## src/rtl/core/scfd_pkg.sv

```systemverilog
// ----------------------------------------------------------------------------
// scfd_pkg - shared types and constants of the serial-to-CAN deframer
// Marker bytes, field widths and the command word that travels from the
// byte classifier to the frame builder.
// ----------------------------------------------------------------------------
package scfd_pkg;

    localparam int BYTE_W    = 8;
    localparam int ID_W      = 11;
    localparam int LEN_W     = 4;
    localparam int NUM_BYTES = 8;
    localparam int IDX_W     = $clog2(NUM_BYTES);
    localparam int Q_DEPTH   = 2;
    localparam int Q_PTR_W   = $clog2(Q_DEPTH);
    localparam int Q_CNT_W   = $clog2(Q_DEPTH + 1);

    localparam logic [BYTE_W-1:0] START_MARK  = 8'hFD;
    localparam logic [BYTE_W-1:0] END_MARK    = 8'hBF;
    localparam logic [LEN_W-1:0]  MAX_PAYLOAD = 4'd8;

    typedef logic [BYTE_W-1:0] t_byte;

    // Frame part a received byte stands for
    typedef enum logic [2:0] {
        OP_START,
        OP_HEADER,
        OP_ID_LOW,
        OP_DATA,
        OP_END
    } t_op;

    typedef struct packed {
        t_op              op;
        logic [LEN_W-1:0] idx;   // payload byte number for OP_DATA
        t_byte            data;
    } t_cmd;

    // Push request from the producer to the queue
    typedef struct packed {
        logic valid;
        t_cmd cmd;
    } t_push;

endpackage

```

## src/rtl/core/scfd_byte_if.sv

```systemverilog
// ----------------------------------------------------------------------------
// scfd_byte_if - serial byte channel
// Valid/ready channel carrying one received byte per transfer.
// ----------------------------------------------------------------------------
interface scfd_byte_if;
    import scfd_pkg::*;

    logic  valid;
    logic  ready;
    t_byte rx_byte;

    modport source (output valid, output rx_byte, input ready);
    modport sink   (input valid, input rx_byte, output ready);
endinterface

```

## src/rtl/core/scfd_msg_if.sv

```systemverilog
// ----------------------------------------------------------------------------
// scfd_msg_if - CAN message channel
// Valid/ready channel carrying one standard CAN message per transfer.
// ----------------------------------------------------------------------------
interface scfd_msg_if;
    import scfd_pkg::*;

    logic             valid;
    logic             ready;
    logic [ID_W-1:0]  can_id;
    logic [LEN_W-1:0] payload_length;
    t_byte            payload_b0;
    t_byte            payload_b1;
    t_byte            payload_b2;
    t_byte            payload_b3;
    t_byte            payload_b4;
    t_byte            payload_b5;
    t_byte            payload_b6;
    t_byte            payload_b7;

    modport source (
        output valid, output can_id, output payload_length,
        output payload_b0, output payload_b1, output payload_b2, output payload_b3,
        output payload_b4, output payload_b5, output payload_b6, output payload_b7,
        input  ready
    );
    modport sink (
        input  valid, input can_id, input payload_length,
        input  payload_b0, input payload_b1, input payload_b2, input payload_b3,
        input  payload_b4, input payload_b5, input payload_b6, input payload_b7,
        output ready
    );
endinterface

```

## src/rtl/core/scfd_front.sv

```systemverilog
// ----------------------------------------------------------------------------
// scfd_front - byte classifier
// Tracks the frame phase and turns each frame byte into a command.
// ----------------------------------------------------------------------------
module scfd_front (
    input  logic          i_clk,
    input  logic          i_rst_n,
    scfd_byte_if.sink     i_rx,
    input  logic          i_q_full,
    output scfd_pkg::t_push o_push
);
    import scfd_pkg::*;

    localparam logic [2:0] PH_WAIT_START = 3'd0;
    localparam logic [2:0] PH_HEADER     = 3'd1;
    localparam logic [2:0] PH_ID_LOW     = 3'd2;
    localparam logic [2:0] PH_DATA       = 3'd3;
    localparam logic [2:0] PH_END        = 3'd4;

    logic [2:0]       r_phase, n_phase;
    logic [LEN_W-1:0] r_cnt, n_cnt;
    logic [LEN_W-1:0] r_len, n_len;
    logic [LEN_W-1:0] cnt_inc;
    logic             accept;

    assign i_rx.ready = ~i_q_full;
    assign accept     = i_rx.valid & i_rx.ready;
    assign cnt_inc    = r_cnt + 1'b1;

    always_comb begin
        n_phase         = r_phase;
        n_cnt           = r_cnt;
        n_len           = r_len;
        o_push.valid    = 1'b0;
        o_push.cmd.op   = OP_START;
        o_push.cmd.idx  = r_cnt;
        o_push.cmd.data = i_rx.rx_byte;
        unique case (r_phase)
            PH_HEADER: begin
                o_push.cmd.op = OP_HEADER;
                o_push.valid  = accept;
                n_len         = i_rx.rx_byte[BYTE_W-1 -: LEN_W];
                n_phase       = PH_ID_LOW;
            end
            PH_ID_LOW: begin
                o_push.cmd.op = OP_ID_LOW;
                o_push.valid  = accept;
                n_cnt         = '0;
                n_phase       = (r_len == '0) ? PH_END : PH_DATA;
            end
            PH_DATA: begin
                o_push.cmd.op = OP_DATA;
                o_push.valid  = accept;
                n_cnt         = cnt_inc;
                if ((cnt_inc == '0) || (cnt_inc >= r_len)) begin
                    n_phase = PH_END;
                end
            end
            PH_END: begin
                o_push.cmd.op = OP_END;
                o_push.valid  = accept;
                n_phase       = PH_WAIT_START;
            end
            default: begin
                // Ignore everything but the start marker; unused codes land here too
                o_push.cmd.op = OP_START;
                o_push.valid  = accept & (i_rx.rx_byte == START_MARK);
                n_phase       = (i_rx.rx_byte == START_MARK) ? PH_HEADER : PH_WAIT_START;
            end
        endcase
    end

    always_ff @(posedge i_clk) begin
        if (!i_rst_n) begin
            r_phase <= PH_WAIT_START;
            r_cnt   <= '0;
            r_len   <= '0;
        end else if (accept) begin
            r_phase <= n_phase;
            r_cnt   <= n_cnt;
            r_len   <= n_len;
        end
    end

endmodule

```

## src/rtl/core/scfd_cmd_fifo.sv

```systemverilog
// ----------------------------------------------------------------------------
// scfd_cmd_fifo - command queue
// Short queue that decouples the byte classifier from the frame builder.
// ----------------------------------------------------------------------------
module scfd_cmd_fifo (
    input  logic             i_clk,
    input  logic             i_rst_n,
    input  scfd_pkg::t_push  i_push,
    output logic             o_full,
    output logic             o_valid,
    output scfd_pkg::t_cmd   o_cmd,
    input  logic             i_pop
);
    import scfd_pkg::*;

    t_cmd               r_mem [Q_DEPTH];
    logic [Q_PTR_W-1:0] r_wr, r_rd;
    logic [Q_CNT_W-1:0] r_cnt;
    logic               do_push, do_pop;

    assign o_full  = (r_cnt == Q_CNT_W'(Q_DEPTH));
    assign o_valid = (r_cnt != '0);
    assign o_cmd   = r_mem[r_rd];
    assign do_push = i_push.valid & ~o_full;
    assign do_pop  = i_pop & o_valid;

    always_ff @(posedge i_clk) begin
        if (do_push) begin
            r_mem[r_wr] <= i_push.cmd;
        end
    end

    always_ff @(posedge i_clk) begin
        if (!i_rst_n) begin
            r_wr  <= '0;
            r_rd  <= '0;
            r_cnt <= '0;
        end else begin
            if (do_push) begin
                r_wr <= (r_wr == Q_PTR_W'(Q_DEPTH - 1)) ? '0 : r_wr + 1'b1;
            end
            if (do_pop) begin
                r_rd <= (r_rd == Q_PTR_W'(Q_DEPTH - 1)) ? '0 : r_rd + 1'b1;
            end
            case ({do_push, do_pop})
                2'b10:   r_cnt <= r_cnt + 1'b1;
                2'b01:   r_cnt <= r_cnt - 1'b1;
                default: r_cnt <= r_cnt;
            endcase
        end
    end

endmodule

```

## src/rtl/core/scfd_back.sv

```systemverilog
// ----------------------------------------------------------------------------
// scfd_back - frame builder
// Executes queued commands, assembles the frame and registers the message.
// ----------------------------------------------------------------------------
module scfd_back (
    input  logic           i_clk,
    input  logic           i_rst_n,
    input  logic           i_valid,
    input  scfd_pkg::t_cmd i_cmd,
    output logic           o_pop,
    scfd_msg_if.source     o_msg
);
    import scfd_pkg::*;

    t_byte            r_store [NUM_BYTES];
    logic [ID_W-1:0]  r_id;
    logic [LEN_W-1:0] r_len;

    logic             r_out_valid;
    logic [ID_W-1:0]  r_out_id;
    logic [LEN_W-1:0] r_out_len;
    t_byte            r_out_b [NUM_BYTES];

    logic out_free;
    logic frame_ok;

    assign out_free = ~r_out_valid | o_msg.ready;
    // Hold an end command until the output register can take the message
    assign o_pop    = i_valid & ((i_cmd.op != OP_END) | out_free);
    assign frame_ok = (i_cmd.data == END_MARK) && (r_len <= MAX_PAYLOAD);

    always_ff @(posedge i_clk) begin
        if (o_pop) begin
            unique case (i_cmd.op)
                OP_START: begin
                    for (int k = 0; k < NUM_BYTES; k++) begin
                        r_store[k] <= '0;
                    end
                end
                OP_HEADER: begin
                    r_len <= i_cmd.data[BYTE_W-1 -: LEN_W];
                    r_id  <= {i_cmd.data[ID_W-BYTE_W-1:0], r_id[BYTE_W-1:0]};
                end
                OP_ID_LOW: begin
                    r_id <= {r_id[ID_W-1:BYTE_W], i_cmd.data};
                end
                OP_DATA: begin
                    if (i_cmd.idx < LEN_W'(NUM_BYTES)) begin
                        r_store[i_cmd.idx[IDX_W-1:0]] <= i_cmd.data;
                    end
                end
                OP_END: begin
                    r_out_id  <= r_id;
                    r_out_len <= r_len;
                    for (int k = 0; k < NUM_BYTES; k++) begin
                        r_out_b[k] <= (LEN_W'(k) < r_len) ? r_store[k] : '0;
                    end
                end
                default: begin
                end
            endcase
        end
    end

    always_ff @(posedge i_clk) begin
        if (!i_rst_n) begin
            r_out_valid <= 1'b0;
        end else if (o_pop && (i_cmd.op == OP_END) && frame_ok) begin
            r_out_valid <= 1'b1;
        end else if (o_msg.ready) begin
            r_out_valid <= 1'b0;
        end
    end

    assign o_msg.valid          = r_out_valid;
    assign o_msg.can_id         = r_out_id;
    assign o_msg.payload_length = r_out_len;
    assign o_msg.payload_b0     = r_out_b[0];
    assign o_msg.payload_b1     = r_out_b[1];
    assign o_msg.payload_b2     = r_out_b[2];
    assign o_msg.payload_b3     = r_out_b[3];
    assign o_msg.payload_b4     = r_out_b[4];
    assign o_msg.payload_b5     = r_out_b[5];
    assign o_msg.payload_b6     = r_out_b[6];
    assign o_msg.payload_b7     = r_out_b[7];

endmodule

```

## src/rtl/core/serial_to_can_frame_deframer.sv

```systemverilog
// ----------------------------------------------------------------------------
// serial_to_can_frame_deframer - serial byte stream to CAN message deframer
// Recognizes 0xFD / header / id-low / payload / 0xBF frames and emits one
// standard CAN message for each frame whose end marker and length are good.
// ----------------------------------------------------------------------------
//  channel   dir   handshake      payload
//  i_rx      in    valid/ready    rx_byte[7:0]
//  o_msg     out   valid/ready    can_id[10:0], payload_length[3:0],
//                                 payload_b0..payload_b7[7:0]
//
//  One byte per cycle is taken while the queue is not full; the classifier
//  decides the frame phase in the same cycle as the transfer.
//  After its end marker is taken, a message passes through a queue entry
//  and then the output register before it appears on o_msg, when nothing
//  older waits in the queue.
//  Reset is synchronous on i_rst_n: it clears the phase, the queue and the
//  output valid; payload storage is cleared by each start marker.
//  When o_msg stalls, the end command waits at the queue head; i_rx keeps
//  taking bytes until the two-entry queue fills.
// ----------------------------------------------------------------------------
module serial_to_can_frame_deframer (
    input  logic       i_clk,
    input  logic       i_rst_n,
    scfd_byte_if.sink  i_rx,
    scfd_msg_if.source o_msg
);
    import scfd_pkg::*;

    t_push push;
    t_cmd  q_cmd;
    logic  q_full;
    logic  q_valid;
    logic  q_pop;

    // Classify bytes and track the frame phase
    scfd_front u_front (
        .i_clk   (i_clk),
        .i_rst_n (i_rst_n),
        .i_rx    (i_rx),
        .i_q_full(q_full),
        .o_push  (push)
    );

    // Decouple classifier from builder
    scfd_cmd_fifo u_fifo (
        .i_clk   (i_clk),
        .i_rst_n (i_rst_n),
        .i_push  (push),
        .o_full  (q_full),
        .o_valid (q_valid),
        .o_cmd   (q_cmd),
        .i_pop   (q_pop)
    );

    // Assemble the frame and hold the finished message
    scfd_back u_back (
        .i_clk   (i_clk),
        .i_rst_n (i_rst_n),
        .i_valid (q_valid),
        .i_cmd   (q_cmd),
        .o_pop   (q_pop),
        .o_msg   (o_msg)
    );

endmodule

```

## src/flat_wrapper.sv

```systemverilog
// flat-port wrapper written by rule: the top's interface ports become plain ports
module serial_to_can_frame_deframer_flat import scfd_pkg::*;
  (i_clk, i_rst_n, i_rx_valid, i_rx_rx_byte, i_rx_ready, o_msg_valid, o_msg_can_id, o_msg_payload_length, o_msg_payload_b0, o_msg_payload_b1, o_msg_payload_b2, o_msg_payload_b3, o_msg_payload_b4, o_msg_payload_b5, o_msg_payload_b6, o_msg_payload_b7, o_msg_ready);
  scfd_byte_if i_rx_i ();
  scfd_msg_if o_msg_i ();
  input  logic i_clk;
  input  logic i_rst_n;
  input wire logic [$bits(i_rx_i.valid)-1:0] i_rx_valid;
  input wire logic [$bits(i_rx_i.rx_byte)-1:0] i_rx_rx_byte;
  output wire logic [$bits(i_rx_i.ready)-1:0] i_rx_ready;
  output wire logic [$bits(o_msg_i.valid)-1:0] o_msg_valid;
  output wire logic [$bits(o_msg_i.can_id)-1:0] o_msg_can_id;
  output wire logic [$bits(o_msg_i.payload_length)-1:0] o_msg_payload_length;
  output wire logic [$bits(o_msg_i.payload_b0)-1:0] o_msg_payload_b0;
  output wire logic [$bits(o_msg_i.payload_b1)-1:0] o_msg_payload_b1;
  output wire logic [$bits(o_msg_i.payload_b2)-1:0] o_msg_payload_b2;
  output wire logic [$bits(o_msg_i.payload_b3)-1:0] o_msg_payload_b3;
  output wire logic [$bits(o_msg_i.payload_b4)-1:0] o_msg_payload_b4;
  output wire logic [$bits(o_msg_i.payload_b5)-1:0] o_msg_payload_b5;
  output wire logic [$bits(o_msg_i.payload_b6)-1:0] o_msg_payload_b6;
  output wire logic [$bits(o_msg_i.payload_b7)-1:0] o_msg_payload_b7;
  input wire logic [$bits(o_msg_i.ready)-1:0] o_msg_ready;
  assign i_rx_i.valid = i_rx_valid;
  assign i_rx_i.rx_byte = i_rx_rx_byte;
  assign i_rx_ready = i_rx_i.ready;
  assign o_msg_valid = o_msg_i.valid;
  assign o_msg_can_id = o_msg_i.can_id;
  assign o_msg_payload_length = o_msg_i.payload_length;
  assign o_msg_payload_b0 = o_msg_i.payload_b0;
  assign o_msg_payload_b1 = o_msg_i.payload_b1;
  assign o_msg_payload_b2 = o_msg_i.payload_b2;
  assign o_msg_payload_b3 = o_msg_i.payload_b3;
  assign o_msg_payload_b4 = o_msg_i.payload_b4;
  assign o_msg_payload_b5 = o_msg_i.payload_b5;
  assign o_msg_payload_b6 = o_msg_i.payload_b6;
  assign o_msg_payload_b7 = o_msg_i.payload_b7;
  assign o_msg_i.ready = o_msg_ready;
  serial_to_can_frame_deframer u_core (.i_clk(i_clk), .i_rst_n(i_rst_n), .i_rx(i_rx_i), .o_msg(o_msg_i));
endmodule
```

## config.mk

```make
export PLATFORM = sky130hd
export DESIGN_NAME = serial_to_can_frame_deframer_flat
export DESIGN_NICKNAME = d
export VERILOG_FILES = /design/src/rtl/core/scfd_pkg.sv /design/src/rtl/core/scfd_byte_if.sv /design/src/rtl/core/scfd_msg_if.sv /design/src/rtl/core/scfd_front.sv /design/src/rtl/core/scfd_cmd_fifo.sv /design/src/rtl/core/scfd_back.sv /design/src/rtl/core/serial_to_can_frame_deframer.sv /design/src/flat_wrapper.sv
export SDC_FILE = /design/constraint.sdc
export NUM_CORES = 1
export LEC_CHECK = 0
export ABC_CLOCK_PERIOD_IN_PS = 10100
export BUFFER_PORTS_ARGS = -buffer_cell sky130_fd_sc_hd__buf_4
export CELL_PAD_IN_SITES_DETAIL_PLACEMENT = 1
export CELL_PAD_IN_SITES_GLOBAL_PLACEMENT = 2
export CORE_MARGIN = 2
export CORE_UTILIZATION = 44
export CTS_CLUSTER_DIAMETER = 200
export DETAILED_ROUTE_END_ITERATION = 10
export PLACE_DENSITY_LB_ADDON = 0.1
export SLEW_MARGIN = 25
export SYNTH_ARGS = -nofsm -noshare
export SYNTH_HDL_FRONTEND = slang
export SYNTH_SLANG_ARGS = --single-unit
```

## constraint.sdc

```tcl
create_clock -name i_clk -period 10.1 [get_ports i_clk]
set_input_delay 0.505 -clock i_clk [delete_from_list [all_inputs] [get_ports i_clk]]
set_output_delay 0.505 -clock i_clk [all_outputs]
set_load 0.02 [all_outputs]
```

==> run metrics <==
Seq pwr share 51.5%; first-pass detailed-route iteration total 5; combinational group share of total power 9.3%; Worst path top cell family by delay simple AND/OR/NAND/NOR gates; post-synth top area share between 70% and 80%; Starting DRT DRC Count 196; RePlAce Congestion about 0.78; hold_buf cts 0; Routed Antenna Nets 0; vias in the first global route 4,667; core footprint 17,800 sq um; ys flop type edfxtp_1; Worst EP required slightly above 10 ns; vias 4,456; Synth area leader edfxtp_1; cell-internal power roughly 1.5 mW; RSZ-0062 raised after global routing no; fin crit share 32.2%; Util after Layout 53.6%; Fillers 1,753; crit path launch type register; switch share around a quarter; Final #Nets 656; max_cap viols 0; CP cell instances or3b_2 > a21oi_2 > o21ai_0 > nor2_4 > buf_4; DRC 0; pwr/cell area 203 nW/um^2; antenna violations before repair 0; I/O Pins 93; Starting Density approximately 44%; Worst IR Drop VDD 0.100 mV; clock latency on the worst-skew pair 0.50 ns; outcome finished, final reports clean; post-DP HPWL 11.6 mm; Leakage Power 3.11 nW; die area about 19,000 sq um; Avg Cell Area, Syn 15.0 sq um; Worst Tran Pin Value 0.998 ns; count of pins over their slew limit 0; Antenna diodes 0; post-synthesis cell area 7940 sq um; Routed WL per cell about 19 um; Layout area overhead 20.4%; Die W 138 um; CTS tree yes; maximum number of pins on one net before global-route repair 59; # Post-CTS Setup Buffers 0; kind of critical path register to register; Post-Syn Nets roughly 550; row count 49; Die Y 138 um; H-tree Lvls 1; Clock power frac 39.2%; Seq cells post-synth roughly 210; clk root buf clkbuf_16; Slew HR 32.8%; CP Capture Type register; biggest cell delay along the critical path 0.72 ns; register area share after synthesis 75.4%; final count of hold timing violations 0; YS warnings 0; Port Buffers 92; clock-pin slew on the worst setup and hold paths 0.06 ns; Bufs and invs on worst path 1; fraction of layout cells with a size suffix above 1 23.4%; hold crit path type input pin to register; Synth cell types 46; async set-reset flop share out of synthesis 0%; worst-case clock buffer depth 3; grt ovf 0; Final Critical Period 3.25 ns; Final setup viols 0; total negative slack 0 ns; first-pass GRT wire length 26.1 mm; average via count per standard cell 5.05; NetSw 0.460 mW; Tot GR Track Use about 17%; Post-synth EDFFs 188; Clock Sinks 205; slowest stage cell, crit path dfxtp_2; cts repair resizes 0; Hold WS around 0.2 ns; Post-Synthesis Cells 531; skew final roughly 0.013 ns; Num CTS Buffers 22; CP Data Arrival Time roughly 3.4 ns; final wirelength 16.6 mm; CP max FO 58; most area-consuming cells after synthesis edfxtp_1, nor2b_1, dfxtp_1; Max Fclk 0.307 GHz
[cell families (layout without fill, tap and decap cells)]
kind of cell / count (synthesis) / count (layout) / share of synthesized area [%]
XOR/XNOR: 7 / 7 / 0.772
AND/OR/NAND/NOR: 229 / 229 / 14.9
flip-flops: 205 / 205 / 75.4
multiplexers: 24 / 24 / 3.34
buffers and inverters: 21 / 144 / 1.53
AO/OA/AOI/OAI: 39 / 39 / 3.14
adder cells (fa/ha/maj): 6 / 6 / 0.946
[cell usage in the layout, fill, tap and decap left out, types with 12 or more instances in the layout]
cell	netlist	layout
mux2i_1	13	12
nand2_1	32	32
and2_1	25	25
edfxtp_1	188	188
o21ai_0	20	14
nor2_1	77	76
buf_4	0	95
clkbuf_16	0	23
nor2b_1	62	62
dfxtp_1	17	16
[flip-flops by register name, summed over array words and instances, names as in the netlist, named ones only]
name                                flops
u_core.u_front.r_cnt                    4
u_core.u_back.r_id                     11
u_core.u_front.r_len                    4
u_core.u_back.o_msg.valid               1
u_core.u_back.o_msg.payload_length      4
u_core.u_back.r_out_b                  64
u_core.u_front.r_phase                  3
u_core.u_back.r_len                     4
u_core.u_fifo.r_wr                      1
u_core.u_fifo.r_mem                    30
u_core.u_fifo.r_cnt                     2
u_core.u_back.r_store                  64
u_core.u_back.o_msg.can_id             11
u_core.u_fifo.r_rd                      1
[through the flow]
step                total power, mW  area, sq um  instances  setup WS, ns
finish                         1.94         9560        883          6.85
global route                   2.01         9560        883          6.54
CTS                            1.96         9550        883          6.48
detailed placement             1.20         8860        843          6.49
global placement               1.19         8860        843          6.58
floorplan                      1.14         7940        531          5.11
[final timing paths]
path | slack [ns] | start | endpoint | depth (start not counted)
min reg2reg | 0.42 | u_core.u_back.r_id[7] | u_core.u_back.o_msg.can_id[7] | 0
max | 6.85 | register | u_core.u_back.r_out_b[1][12] | 5
min | 0.20 | i_rx_rx_byte[0] | u_core.u_fifo.r_mem[1][0] | 1
max reg2reg | 6.85 | register | u_core.u_back.r_out_b[1][12] | 5
[cell usage after synthesis, types with 2 or more instances]
master      n
inv_1       9
mux2_2     10
xnor2_1     6
nand2_2     4
a211oi_1    2
nor2b_1    62
nand2_1    32
ha_1        6
mux2i_1    13
a31oi_1     2
clkbuf_1    5
nand4_1     3
and2_1     25
o21ai_0    20
a21boi_0    2
nor2_1     77
nand3b_1    2
edfxtp_1  188
buf_6       4
nor3_1      5
nand2b_1    3
or3_1       3
nand3_1     6
a21oi_1     3
buf_2       2
dfxtp_1    17
[power groups by stage]
stage / sequential, mW / clock, mW / combinational [mW]
floorplan: 0.989 / 0 / 0.147
global placement: 1.02 / 0 / 0.173
detailed placement: 1.02 / 0 / 0.179
CTS: 0.999 / 0.781 / 0.183
global route: 1.00 / 0.810 / 0.201
finish: 1.00 / 0.762 / 0.180
[metal layers]
| metal | vias to the layer above | share of wire, % | track usage (%) |
|---|---|---|---|
| met1 | 2178 | 44 | 23.9 |
| li1 | 2121 | - | - |
| met2 | 129 | 48 | 28.5 |
| met5 | - | 0 | 0 |
| met3 | 28 | 5.8 | 2.98 |
| met4 | 0 | 2.3 | 5.59 |
[area by class of cell]
class	instances	area [sq um]	share of cell area, %
sequential	205	5990	62.6
multi-input combinational	305	1840	19.3
timing repair buffer	95	713	7.46
clock buffer	27	591	6.18
tap	229	287	3.00
clock inverter	13	105	1.10
inverter	9	33.8	0.353
Power figures use the tool's default switching activity.
